$ cat src/rtl/core/u16u8_pkg.sv
`timescale 1ns / 1ps
// ----------------------------------------------------------------------------
// u16u8_pkg: shared types and helpers for the UTF-16 to UTF-8 transcoder
// Holds the status codes, the decoded-unit descriptor, the queue size and
// the UTF-8 byte encoder.
// ----------------------------------------------------------------------------
package u16u8_pkg;

  typedef enum logic [1:0] {
    ST_OK          = 2'd0,
    ST_LONE_LOW    = 2'd1,
    ST_HIGH_NO_LOW = 2'd2,
    ST_HIGH_AT_END = 2'd3
  } status_t;

  // One decoded code point (or error) waiting to be emitted as bytes.
  typedef struct packed {
    logic [3:0][7:0] bytes;     // bytes[0] leaves first
    logic [1:0]      last_idx;  // index of the final byte
    status_t         status;
  } unit_desc_t;

  localparam int QUEUE_DEPTH = 2;
  localparam int QUEUE_AW    = $clog2(QUEUE_DEPTH);
  localparam int QUEUE_CW    = $clog2(QUEUE_DEPTH + 1);

  // Surrogate prefixes of the top six bits
  localparam logic [5:0] HIGH_PREFIX = 6'b110110;
  localparam logic [5:0] LOW_PREFIX  = 6'b110111;

  localparam logic [20:0] SUPP_BASE = 21'h10000;

  function automatic unit_desc_t encode_point(input logic [20:0] cp);
    unit_desc_t d;
    d = '0;
    d.status = ST_OK;
    if (cp[20:7] == '0) begin
      d.bytes[0] = cp[7:0];
      d.last_idx = 2'd0;
    end else if (cp[20:11] == '0) begin
      d.bytes[0] = {3'b110, cp[10:6]};
      d.bytes[1] = {2'b10, cp[5:0]};
      d.last_idx = 2'd1;
    end else if (cp[20:16] == '0) begin
      d.bytes[0] = {4'b1110, cp[15:12]};
      d.bytes[1] = {2'b10, cp[11:6]};
      d.bytes[2] = {2'b10, cp[5:0]};
      d.last_idx = 2'd2;
    end else begin
      d.bytes[0] = {5'b11110, cp[20:18]};
      d.bytes[1] = {2'b10, cp[17:12]};
      d.bytes[2] = {2'b10, cp[11:6]};
      d.bytes[3] = {2'b10, cp[5:0]};
      d.last_idx = 2'd3;
    end
    return d;
  endfunction

  function automatic unit_desc_t error_desc(input status_t st);
    unit_desc_t d;
    d = '0;
    d.status = st;
    return d;
  endfunction

endpackage

$ cat src/rtl/core/u16u8_if.sv
`timescale 1ns / 1ps
// ----------------------------------------------------------------------------
// u16u8_if: stream channels of the transcoder
// Input channel carries UTF-16 code units, output channel carries UTF-8 bytes.
// ----------------------------------------------------------------------------
interface u16u8_in_if;
  logic        valid;
  logic        ready;
  logic [15:0] code_unit;
  logic        last_unit;

  modport source (output valid, output code_unit, output last_unit, input ready);
  modport sink   (input valid, input code_unit, input last_unit, output ready);
endinterface

interface u16u8_out_if;
  logic       valid;
  logic       ready;
  logic [7:0] out_byte;
  logic       last_of_run;
  logic [1:0] status;

  modport source (output valid, output out_byte, output last_of_run, output status,
                  input ready);
  modport sink   (input valid, input out_byte, input last_of_run, input status,
                  output ready);
endinterface

$ cat src/rtl/core/u16u8_front.sv
`timescale 1ns / 1ps
// ----------------------------------------------------------------------------
// u16u8_front: code unit intake and classification
// Swaps bytes if configured, tracks a pending high surrogate and pushes one
// descriptor per unit that produces output.
// ----------------------------------------------------------------------------
module u16u8_front (
  input  logic                  clk,
  input  logic                  rst_n,
  input  logic                  cfg_we,
  input  logic                  cfg_wdata,
  u16u8_in_if.sink              in_ch,
  input  logic                  q_full,
  output logic                  q_push,
  output u16u8_pkg::unit_desc_t q_data
);
  import u16u8_pkg::*;

  logic        swap_r;
  logic        pending_r,      pending_nxt;
  logic [9:0]  pending_high_r, pending_high_nxt;
  logic [15:0] unit;
  logic        is_high;
  logic        is_low;
  logic        accept;
  logic        emit;
  logic [20:0] supp_cp;

  assign in_ch.ready = !q_full;
  assign accept      = in_ch.valid && !q_full;

  assign unit    = swap_r ? {in_ch.code_unit[7:0], in_ch.code_unit[15:8]} : in_ch.code_unit;
  assign is_high = (unit[15:10] == HIGH_PREFIX);
  assign is_low  = (unit[15:10] == LOW_PREFIX);
  assign supp_cp = SUPP_BASE + {1'b0, pending_high_r, unit[9:0]};

  always_comb begin
    pending_nxt      = pending_r;
    pending_high_nxt = pending_high_r;
    emit             = 1'b1;
    q_data           = encode_point({5'd0, unit});
    if (pending_r) begin
      pending_nxt      = 1'b0;
      pending_high_nxt = '0;
      if (!is_low) begin
        q_data = error_desc(ST_HIGH_NO_LOW);
      end else begin
        q_data = encode_point(supp_cp);
      end
    end else if (is_high) begin
      if (in_ch.last_unit) begin
        q_data = error_desc(ST_HIGH_AT_END);
      end else begin
        emit             = 1'b0;
        pending_nxt      = 1'b1;
        pending_high_nxt = unit[9:0];
      end
    end else if (is_low) begin
      q_data = error_desc(ST_LONE_LOW);
    end
  end

  assign q_push = accept && emit;

  always_ff @(posedge clk) begin
    if (!rst_n) begin
      swap_r         <= 1'b0;
      pending_r      <= 1'b0;
      pending_high_r <= '0;
    end else begin
      if (cfg_we) begin
        swap_r <= cfg_wdata;
      end
      if (accept) begin
        pending_r      <= pending_nxt;
        pending_high_r <= pending_high_nxt;
      end
    end
  end

endmodule

$ cat src/rtl/core/u16u8_queue.sv
`timescale 1ns / 1ps
// ----------------------------------------------------------------------------
// u16u8_queue: small descriptor FIFO
// Decouples the intake side from the byte emitter.
// ----------------------------------------------------------------------------
module u16u8_queue (
  input  logic                  clk,
  input  logic                  rst_n,
  input  logic                  push,
  input  u16u8_pkg::unit_desc_t push_data,
  output logic                  full,
  input  logic                  pop,
  output u16u8_pkg::unit_desc_t pop_data,
  output logic                  empty
);
  import u16u8_pkg::*;

  unit_desc_t            slot_r [QUEUE_DEPTH];
  logic [QUEUE_AW-1:0]   wr_ptr_r;
  logic [QUEUE_AW-1:0]   rd_ptr_r;
  logic [QUEUE_CW-1:0]   count_r;
  logic                  do_push;
  logic                  do_pop;

  assign full     = (count_r == QUEUE_CW'(QUEUE_DEPTH));
  assign empty    = (count_r == '0);
  assign do_push  = push && !full;
  assign do_pop   = pop && !empty;
  assign pop_data = slot_r[rd_ptr_r];

  always_ff @(posedge clk) begin
    if (do_push) begin
      slot_r[wr_ptr_r] <= push_data;
    end
  end

  always_ff @(posedge clk) begin
    if (!rst_n) begin
      wr_ptr_r <= '0;
      rd_ptr_r <= '0;
      count_r  <= '0;
    end else begin
      if (do_push) begin
        wr_ptr_r <= (wr_ptr_r == QUEUE_AW'(QUEUE_DEPTH - 1)) ? '0 : wr_ptr_r + 1'b1;
      end
      if (do_pop) begin
        rd_ptr_r <= (rd_ptr_r == QUEUE_AW'(QUEUE_DEPTH - 1)) ? '0 : rd_ptr_r + 1'b1;
      end
      if (do_push && !do_pop) begin
        count_r <= count_r + 1'b1;
      end else if (do_pop && !do_push) begin
        count_r <= count_r - 1'b1;
      end
    end
  end

endmodule

$ cat src/rtl/core/u16u8_back.sv
`timescale 1ns / 1ps
// ----------------------------------------------------------------------------
// u16u8_back: UTF-8 byte emitter
// Walks the bytes of one descriptor into the output register, one byte per
// cycle while out_ch is not stalled.
// ----------------------------------------------------------------------------
module u16u8_back (
  input  logic                  clk,
  input  logic                  rst_n,
  input  logic                  q_empty,
  input  u16u8_pkg::unit_desc_t q_data,
  output logic                  q_pop,
  u16u8_out_if.source           out_ch
);
  import u16u8_pkg::*;

  unit_desc_t cur_r;
  logic       cur_valid_r;
  logic [1:0] idx_r;
  logic       out_valid_r;
  logic [7:0] out_byte_r;
  logic       out_last_r;
  status_t    out_status_r;
  logic       load_out;
  logic       at_last;

  assign load_out = cur_valid_r && (!out_valid_r || out_ch.ready);
  assign at_last  = (idx_r == cur_r.last_idx);
  assign q_pop    = !q_empty && (!cur_valid_r || (load_out && at_last));

  always_ff @(posedge clk) begin
    if (q_pop) begin
      cur_r <= q_data;
    end
    if (load_out) begin
      out_byte_r   <= cur_r.bytes[idx_r];
      out_last_r   <= at_last;
      out_status_r <= cur_r.status;
    end
  end

  always_ff @(posedge clk) begin
    if (!rst_n) begin
      cur_valid_r <= 1'b0;
      idx_r       <= '0;
      out_valid_r <= 1'b0;
    end else begin
      if (q_pop) begin
        cur_valid_r <= 1'b1;
        idx_r       <= '0;
      end else if (load_out) begin
        if (at_last) begin
          cur_valid_r <= 1'b0;
          idx_r       <= '0;
        end else begin
          idx_r <= idx_r + 1'b1;
        end
      end
      if (load_out) begin
        out_valid_r <= 1'b1;
      end else if (out_ch.ready) begin
        out_valid_r <= 1'b0;
      end
    end
  end

  assign out_ch.valid       = out_valid_r;
  assign out_ch.out_byte    = out_byte_r;
  assign out_ch.last_of_run = out_last_r;
  assign out_ch.status      = out_status_r;

endmodule

$ cat src/rtl/core/utf16_to_utf8_transcoder.sv
`timescale 1ns / 1ps
// ----------------------------------------------------------------------------
// utf16_to_utf8_transcoder: UTF-16 code units in, UTF-8 bytes out
// Decodes surrogate pairs, flags malformed surrogate use with a single error
// byte, and optionally byte-swaps big-endian input.
// ----------------------------------------------------------------------------
//  Channel  Dir  Handshake        Payload
//  in_ch    in   valid/ready      code_unit[15:0], last_unit
//  out_ch   out  valid/ready      out_byte[7:0], last_of_run, status[1:0]
//  cfg_*    in   cfg_we strobe    cfg_wdata = swap_bytes
//
//  One output byte per cycle sustained while out_ch is ready; a code unit
//  producing n bytes (1..4) holds the emitter for all n, a paired high surrogate none.
//  Intake takes one unit per cycle while the 2-entry descriptor queue has room.
//  An input unit reaches out_ch via the descriptor queue, cur_r and the output register.
//  rst_n is synchronous, active low; it clears pending surrogate, queue and
//  swap_bytes. Either side may stall; stalls propagate through the queue.
// ----------------------------------------------------------------------------
module utf16_to_utf8_transcoder (
  input  logic         clk,
  input  logic         rst_n,
  input  logic         cfg_we,
  input  logic         cfg_wdata,
  u16u8_in_if.sink     in_ch,
  u16u8_out_if.source  out_ch
);
  import u16u8_pkg::*;

  // Descriptor handoff between intake and emitter
  unit_desc_t push_data;
  unit_desc_t pop_data;
  logic       q_push;
  logic       q_pop;
  logic       q_full;
  logic       q_empty;

  // Front end: byte swap, surrogate tracking, UTF-8 encoding into a descriptor
  u16u8_front u_front (
    .clk       (clk),
    .rst_n     (rst_n),
    .cfg_we    (cfg_we),
    .cfg_wdata (cfg_wdata),
    .in_ch     (in_ch),
    .q_full    (q_full),
    .q_push    (q_push),
    .q_data    (push_data)
  );

  // Queue lets intake keep running while bytes drain
  u16u8_queue u_queue (
    .clk       (clk),
    .rst_n     (rst_n),
    .push      (q_push),
    .push_data (push_data),
    .full      (q_full),
    .pop       (q_pop),
    .pop_data  (pop_data),
    .empty     (q_empty)
  );

  // Back end: serializes descriptor bytes through the output register
  u16u8_back u_back (
    .clk     (clk),
    .rst_n   (rst_n),
    .q_empty (q_empty),
    .q_data  (pop_data),
    .q_pop   (q_pop),
    .out_ch  (out_ch)
  );

endmodule

$ cat src/flat_wrapper.sv
// flat-port wrapper written by rule: the top's interface ports become plain ports
module utf16_to_utf8_transcoder_flat import u16u8_pkg::*;
  (clk, rst_n, cfg_we, cfg_wdata, in_ch_valid, in_ch_code_unit, in_ch_last_unit, in_ch_ready, out_ch_valid, out_ch_out_byte, out_ch_last_of_run, out_ch_status, out_ch_ready);
  u16u8_in_if in_ch_i ();
  u16u8_out_if out_ch_i ();
  input  logic clk;
  input  logic rst_n;
  input  logic cfg_we;
  input  logic cfg_wdata;
  input wire logic [$bits(in_ch_i.valid)-1:0] in_ch_valid;
  input wire logic [$bits(in_ch_i.code_unit)-1:0] in_ch_code_unit;
  input wire logic [$bits(in_ch_i.last_unit)-1:0] in_ch_last_unit;
  output wire logic [$bits(in_ch_i.ready)-1:0] in_ch_ready;
  output wire logic [$bits(out_ch_i.valid)-1:0] out_ch_valid;
  output wire logic [$bits(out_ch_i.out_byte)-1:0] out_ch_out_byte;
  output wire logic [$bits(out_ch_i.last_of_run)-1:0] out_ch_last_of_run;
  output wire logic [$bits(out_ch_i.status)-1:0] out_ch_status;
  input wire logic [$bits(out_ch_i.ready)-1:0] out_ch_ready;
  assign in_ch_i.valid = in_ch_valid;
  assign in_ch_i.code_unit = in_ch_code_unit;
  assign in_ch_i.last_unit = in_ch_last_unit;
  assign in_ch_ready = in_ch_i.ready;
  assign out_ch_valid = out_ch_i.valid;
  assign out_ch_out_byte = out_ch_i.out_byte;
  assign out_ch_last_of_run = out_ch_i.last_of_run;
  assign out_ch_status = out_ch_i.status;
  assign out_ch_i.ready = out_ch_ready;
  utf16_to_utf8_transcoder u_core (.clk(clk), .rst_n(rst_n), .cfg_we(cfg_we), .cfg_wdata(cfg_wdata), .in_ch(in_ch_i), .out_ch(out_ch_i));
endmodule
$ cat config.mk
export PLATFORM = sky130hd
export DESIGN_NAME = utf16_to_utf8_transcoder_flat
export DESIGN_NICKNAME = d
export VERILOG_FILES = /design/src/rtl/core/u16u8_pkg.sv /design/src/rtl/core/u16u8_if.sv /design/src/rtl/core/u16u8_front.sv /design/src/rtl/core/u16u8_queue.sv /design/src/rtl/core/u16u8_back.sv /design/src/rtl/core/utf16_to_utf8_transcoder.sv /design/src/flat_wrapper.sv
export SDC_FILE = /design/constraint.sdc
export NUM_CORES = 1
export LEC_CHECK = 0
export BUFFER_PORTS_ARGS = -buffer_cell sky130_fd_sc_hd__buf_2
export CAP_MARGIN = 20
export CORE_MARGIN = 1
export CORE_UTILIZATION = 55
export CTS_CLUSTER_DIAMETER = 60
export CTS_CLUSTER_SIZE = 8
export DETAILED_ROUTE_END_ITERATION = 7
export PLACE_DENSITY = 0.76
export SLEW_MARGIN = 30
export SYNTH_ARGS = -nofsm -noshare
export SYNTH_HDL_FRONTEND = slang
export SYNTH_SLANG_ARGS = --single-unit
$ cat constraint.sdc
create_clock -name clk -period 2.95 [get_ports clk]
set_input_delay 0.4425 -clock clk [delete_from_list [all_inputs] [get_ports clk]]
set_output_delay 0.4425 -clock clk [all_outputs]
set_load 0.005 [all_outputs]
* After elaboration in Yosys (flattened, before gate mapping)
Memories as Yosys holds them, arrays and structs flattened. A register that Yosys moved wholly into a read port is not among the register bits. Index checks and enable logic that the tools add are counted.
Word-level totals: bits in read-only memories 0, word-level logic and storage cells 96, bits of input ports 23, flip-flop bits (word level) 31, bits in latches 0, memory bits (writable) 72, output and inout bits 13, memories 1
Memories:
- u_core.u_queue.slot_r | depth 2, bits a word 36, read ports 1, clocked after memory_dff 1, wr ports 1, line u16u8_queue.sv:18 | unit_desc_t slot_r [QUEUE_DEPTH];
Operators by class: bitwise logic cells 1, reduce and logical (&&, ||, !) cells 31, add/subtract/negate cells 6, divide/modulo/power cells 0, magnitude comparators 1, muxes and demuxes 39, equality and inequality tests 5, shift operators 0, multipliers 0
Operators with widths (count):
- 36-bit two-way mux | 5
- 24-bit two-way mux | 3
- 10-bit two-way mux | 5
- 16-bit two-way mux | 3
- 8-bit two-way mux | 3
- 17-bit by 20-bit adder with 21-bit output, first input constant | 1
- 18-bit two-way mux | 1
- 8-bit binary-select mux with 2-bit select | 1
- 1-bit two-way mux | 15
- 14-bit logical NOT | 1
- 6-bit == test, second input constant | 2
- 10-bit logical NOT | 1
- 5-bit logical NOT | 2
- 2-bit nonzero test | 5
- 1-bit logical AND | 9
- 9-bit logical NOT | 1
- 1-bit logical NOT | 6
- 2-bit two-way mux | 3
- 2-bit by 1-bit adder with 2-bit output, second input constant | 2
- 2-bit by 3-bit less-than comparator with 1-bit output, second input constant | 1
- 3-bit AND reduction | 1
- 1-bit adder, second input constant | 2
- 2-bit == test | 1
- 2-bit == test, second input constant | 1
- 7 further kinds | 8

* Depth between registers and ports, before layout
depth after elaboration 10, depth in mapped cells 11, depth with buffers taken out 9

* Hierarchy
From an unflattened synthesis, not the netlist that was laid out.
Second synthesis, totals: cells, all modules 459, area, all modules 6328.6 sq um
By module, submodules not included:
- u16u8_queue | seq. area each 2262.2 sq um, times used 1, cells each 137, area each 2829.0 sq um
- u16u8_back | seq. area each 1491.4 sq um, times used 1, cells each 85, area each 1815.5 sq um
- u16u8_front | seq. area each 240.2 sq um, times used 1, cells each 237, area each 1684.1 sq um

* Worst setup path before layout
Ideal clock, no wire load.
path kind reg2reg, start register u_core.u_front.swap_r, end memory u_core.u_queue.slot_r[1][0] (netlist name) (enable), slack -85 ps, data arrival time 2614 ps, required time 2529 ps, clock period less this slack 3035 ps, library setup time 421 ps, stages on the path, launching flop included 8, path buffers 2, cell sequence dfxtp_1 > buf_6 > mux2_2 > or2_2 > clkbuf_1 > a2111oi_0 > nand2b_1 > nor2_1
On the way: longest elaborated chain between the ends 8
Ends and longest elaborated chain:
- start: declaration | line u16u8_front.sv:19 | logic swap_r;
- start signal: assignment | line u16u8_front.sv:72 | swap_r <= cfg_wdata;
- 16-bit two-way mux | line u16u8_front.sv:32 | assign unit = swap_r ? {in_ch.code_unit[7:0], in_ch.code_unit[15:8]} : in_ch.code_unit;
- 6-bit == test | line u16u8_front.sv:33 | assign is_high = (unit[15:10] == HIGH_PREFIX);
- 1-bit two-way mux | line u16u8_front.sv:50 | end else if (is_high) begin
- 1-bit two-way mux | line u16u8_front.sv:42 | if (pending_r) begin
- 1-bit logical AND | line u16u8_front.sv:63 | assign q_push = accept && emit;
- 1-bit logical AND | line u16u8_queue.sv:27 | assign do_push = push && !full;
- 1-bit two-way mux | line u16u8_queue.sv:32 | if (do_push) begin
- 1-bit two-way mux (implied by the code) | line u16u8_queue.sv:33 | slot_r[wr_ptr_r] <= push_data;
- end: declaration | line u16u8_queue.sv:18
No other way between the ends.

* Worst setup path after layout
start register u_core.u_front.swap_r, end register u_core.u_queue.count_r[1]
On the way: longest elaborated chain between the ends 9, elaborated cells between the ends (all ways) 11, classes of those cells eq/ne (1); mux (4); reduce/logical (6)
Ends and longest elaborated chain:
- 16-bit two-way mux (*) | line u16u8_front.sv:32
- 6-bit == test (*) | line u16u8_front.sv:33
- 1-bit two-way mux (*) | line u16u8_front.sv:50
- 1-bit two-way mux (*) | line u16u8_front.sv:42
- 1-bit logical AND (*) | line u16u8_front.sv:63
- 1-bit logical AND (*) | line u16u8_queue.sv:27
- named net u_core.u_queue.do_push | line u16u8_queue.sv:22 | logic do_push;
- 1-bit logical NOT | line u16u8_queue.sv:51 | end else if (do_pop && !do_push) begin
- 1-bit logical AND | line u16u8_queue.sv:51
- 2-bit nonzero test (no line)
- end signal: assignment | line u16u8_queue.sv:50 | count_r <= count_r + 1'b1;
- end signal: assignment | line u16u8_queue.sv:52 | count_r <= count_r - 1'b1;
- end: declaration | line u16u8_queue.sv:21 | logic [QUEUE_CW-1:0] count_r;
Mark *: on every way through the listed nets, which the timed path passes. The rest lies on a longest branch. A chain may end at the register's enable or synchronous reset.

==> metrics <==
commonest non-fill, non-tap cell in the layout=edfxtp_1; grt total ovfl=0; Routed Antenna Nets=0; Tcrit/Tclk final=91.23%; DRT Pass-1 Iters=5; later-pin clock latency in the skew report=530 ps; Post-Route Setup TNS=0 ps; vias in the first global route=3893; register area=3613 sq um; post-synthesis xor/xnor area fraction=0.7472%; CTS Sinks=127; R2R Path End=u_core.u_queue.count_r[1]; DRC=0; Synth Instances=420; worst reg2reg path startpoint=u_core.u_front.swap_r; multiplexer share of the synthesized area=14.13%; Mapped Nets=445; Worst Path Required=3400 ps; most frequent cells in the layout=107 x edfxtp_1, 48 x mux2_2, 35 x buf_2; CTS clock-pin slew for the worst setup and hold paths=60 ps; outcome=finished, final reports clean; Max Root-Sink Buffers=2; worst setup path start=u_core.u_front.swap_r; fin crit period=2691 ps; VDD IR max=0.6055 mV; Hold/Removal Path Class=input port to flip-flop; largest fanout on the critical path=7; max-cap viol count=0; Die Span Y=105.2 um; pwr dens=836.7 nW/um^2; DR iter-0 viols=279; simple-gate share of the synthesized area=8.967%; Yosys warning count=0; hold_ws=175.1 ps; n_diodes=0; EDFF count, synth=107; Clock Skew=8.813 ps; Distinct cells, synth=59; Synth Area in Compound Gates=11.70%; IO Count=36; Multi-input gate area=2117 sq um; CTS tree=done; Vias/cell=6.275; CORE AREA=10320 sq um; Final #Nets=502; FMAX=0.3716 GHz; Cell Area, Synth=5861 sq um; Seq/Total Area, Yosys=61.66%; leakage=2.374 nW; initial antenna violation count=0; Worst EP arrival=3150 ps; R2R cell count=8; headroom to the max-slew limit=42.01%; HPWL Detailed=9191 um; final setup violation count=0; wire per inst=21.53 um; Mapped Avg Cell Area=13.95 sq um; Root Driver=clkbuf_8; layout cell share with drive strength beyond 1=31.84%; Final Core Density=66.86%; initial core utilization=56.77%; pin count of the biggest net entering global routing=34; Worst Tran Pin Value=860.8 ps; RSZ-0062 raised after global routing=no; Filler cells=757; area delta synth->final=17.78%; Worst setup endpoint=u_core.u_queue.count_r[1]; num rows=37; critical path class=flip-flop to flip-flop; R2R setup slack=260 ps; main combinational cell family by area after synthesis=multiplexers; Pwr Total=5.775 mW; ys async rst share=0%; # port buffers=35; Final Hold Viols=0; max-slew violation count=0; crit start category=flip-flop; global-route wire length before repair=21200 um; main flop type after synthesis=edfxtp_1; Final GP Congestion=0.9190; synthesized flop and latch total=127; Die W=105.2 um; adder-cell area share of the yosys netlist=0.4270%; die area=11070 sq um; GRT Total Usage=26.30%; Post-Route WL=13480 um; via count=3928; H-tree levels=4; CTS buffer count=17; nature of the critical path endpoint=flip-flop
==> registers in the layout (all words and copies together) (netlist names) <==
signal and count:
u_core.u_queue.slot_r 64, u_core.u_back.cur_r 32, u_core.u_front.pending_high_r 10, u_core.u_back.out_ch.out_byte 8, u_core.u_back.idx_r 2, u_core.u_back.out_ch.status 2
u_core.u_queue.count_r 2, u_core.u_back.cur_valid_r 1, u_core.u_back.out_ch.last_of_run 1, u_core.u_back.out_ch.valid 1, u_core.u_front.pending_r 1, u_core.u_front.swap_r 1
u_core.u_queue.rd_ptr_r 1, u_core.u_queue.wr_ptr_r 1
==> layout make-up <==
class | instances | area share, %
clock buffers | 18 | 6.054
flip-flops and latches | 127 | 52.35
inverters | 8 | 0.4350
multi-input cells | 263 | 30.67
well taps | 136 | 2.465
clock inverters | 14 | 2.411
repair buffers | 60 | 5.619
==> through the flow <==
step                      instances  setup slack, ps  cell area (sq um)
after floorplan                 420            208.2               5863
after global placement          594            132.1               6317
after detailed placement        594            72.12               6317
after CTS                       626            143.2               6902
after global routing            626            26.75               6903
final                           626            258.8               6903
==> worst max-delay path: stages, from the launching register on <==
cell       delay (ps)
dfxtp_1           370
mux2_2            360
or2_2             340
a2111oi_1         450
nand2b_1          200
inv_1              60
ha_1              320
or3_1             380
a21oi_1           140
==> cells by family (layout without fill, tap and decap cells) <==
family	after synthesis	count (layout)
and+or+nand+nor	99	99
DFF	127	127
adders and majority gates	2	2
AOI/OAI and AO/OA	89	89
buffers and inverters	30	100
muxes	68	68
xor gates and xnor gates	5	5
==> timing repair <==
| action | CTS | global route |
|---|---|---|
| hold buffers | 0 | 0 |
| hold endpoints to repair | 0 | 0 |
| setup buffers | 0 | 0 |
| endpoints found under the setup margin | 0 | 1 |
| gates resized for setup | 0 | 1 |
==> cells in the mapped netlist (all sizes together) (8+ instances only) <==
cell    count  area share (%)
mux2       48             9.2
clkbuf     12            0.77
nand3       8            0.68
dfxtp      20             6.8
edfxtp    107              55
mux2i      13             2.2
inv         8            0.51
nor2       28             1.8
buf        10             1.1
a32o       10             1.7
a21oi      15             1.3
o21ai      13             1.1
nand2      16             1.2
==> worst min path at each step <==
| stage | from | end | slack, ps | cells after the start |
|---|---|---|---|---|
| after floorplan | u_core.u_back.cur_r[0] | u_core.u_back.out_ch.status[0] | 400 | 0 |
| after global placement | u_core.u_back.cur_r[0] | u_core.u_back.out_ch.status[0] | 410 | 0 |
| after detailed placement | u_core.u_back.cur_r[1] | u_core.u_back.out_ch.status[1] | 420 | 0 |
| after CTS | cfg_wdata | u_core.u_front.swap_r | 170 | 3 |
| after global routing | cfg_wdata | u_core.u_front.swap_r | 190 | 3 |
| final | cfg_wdata | u_core.u_front.swap_r | 180 | 3 |
==> layer usage <==
metal  track usage (%)  vias to the layer above  wire length, um
li1                  -                     1787                -
met1             34.24                     1922             5758
met2             41.64                      188             6531
met3             7.236                       31              832
met4             11.17                        0              354
met5                 0                        -                0
==> power breakdown <==
group	internal [mW]	switching, mW
Combinational	0.488	0.649
Clock	1.28	0.755
Sequential	2.49	0.114
Total	4.26	1.52
No activity file was read; power rests on OpenSTA's default activity.
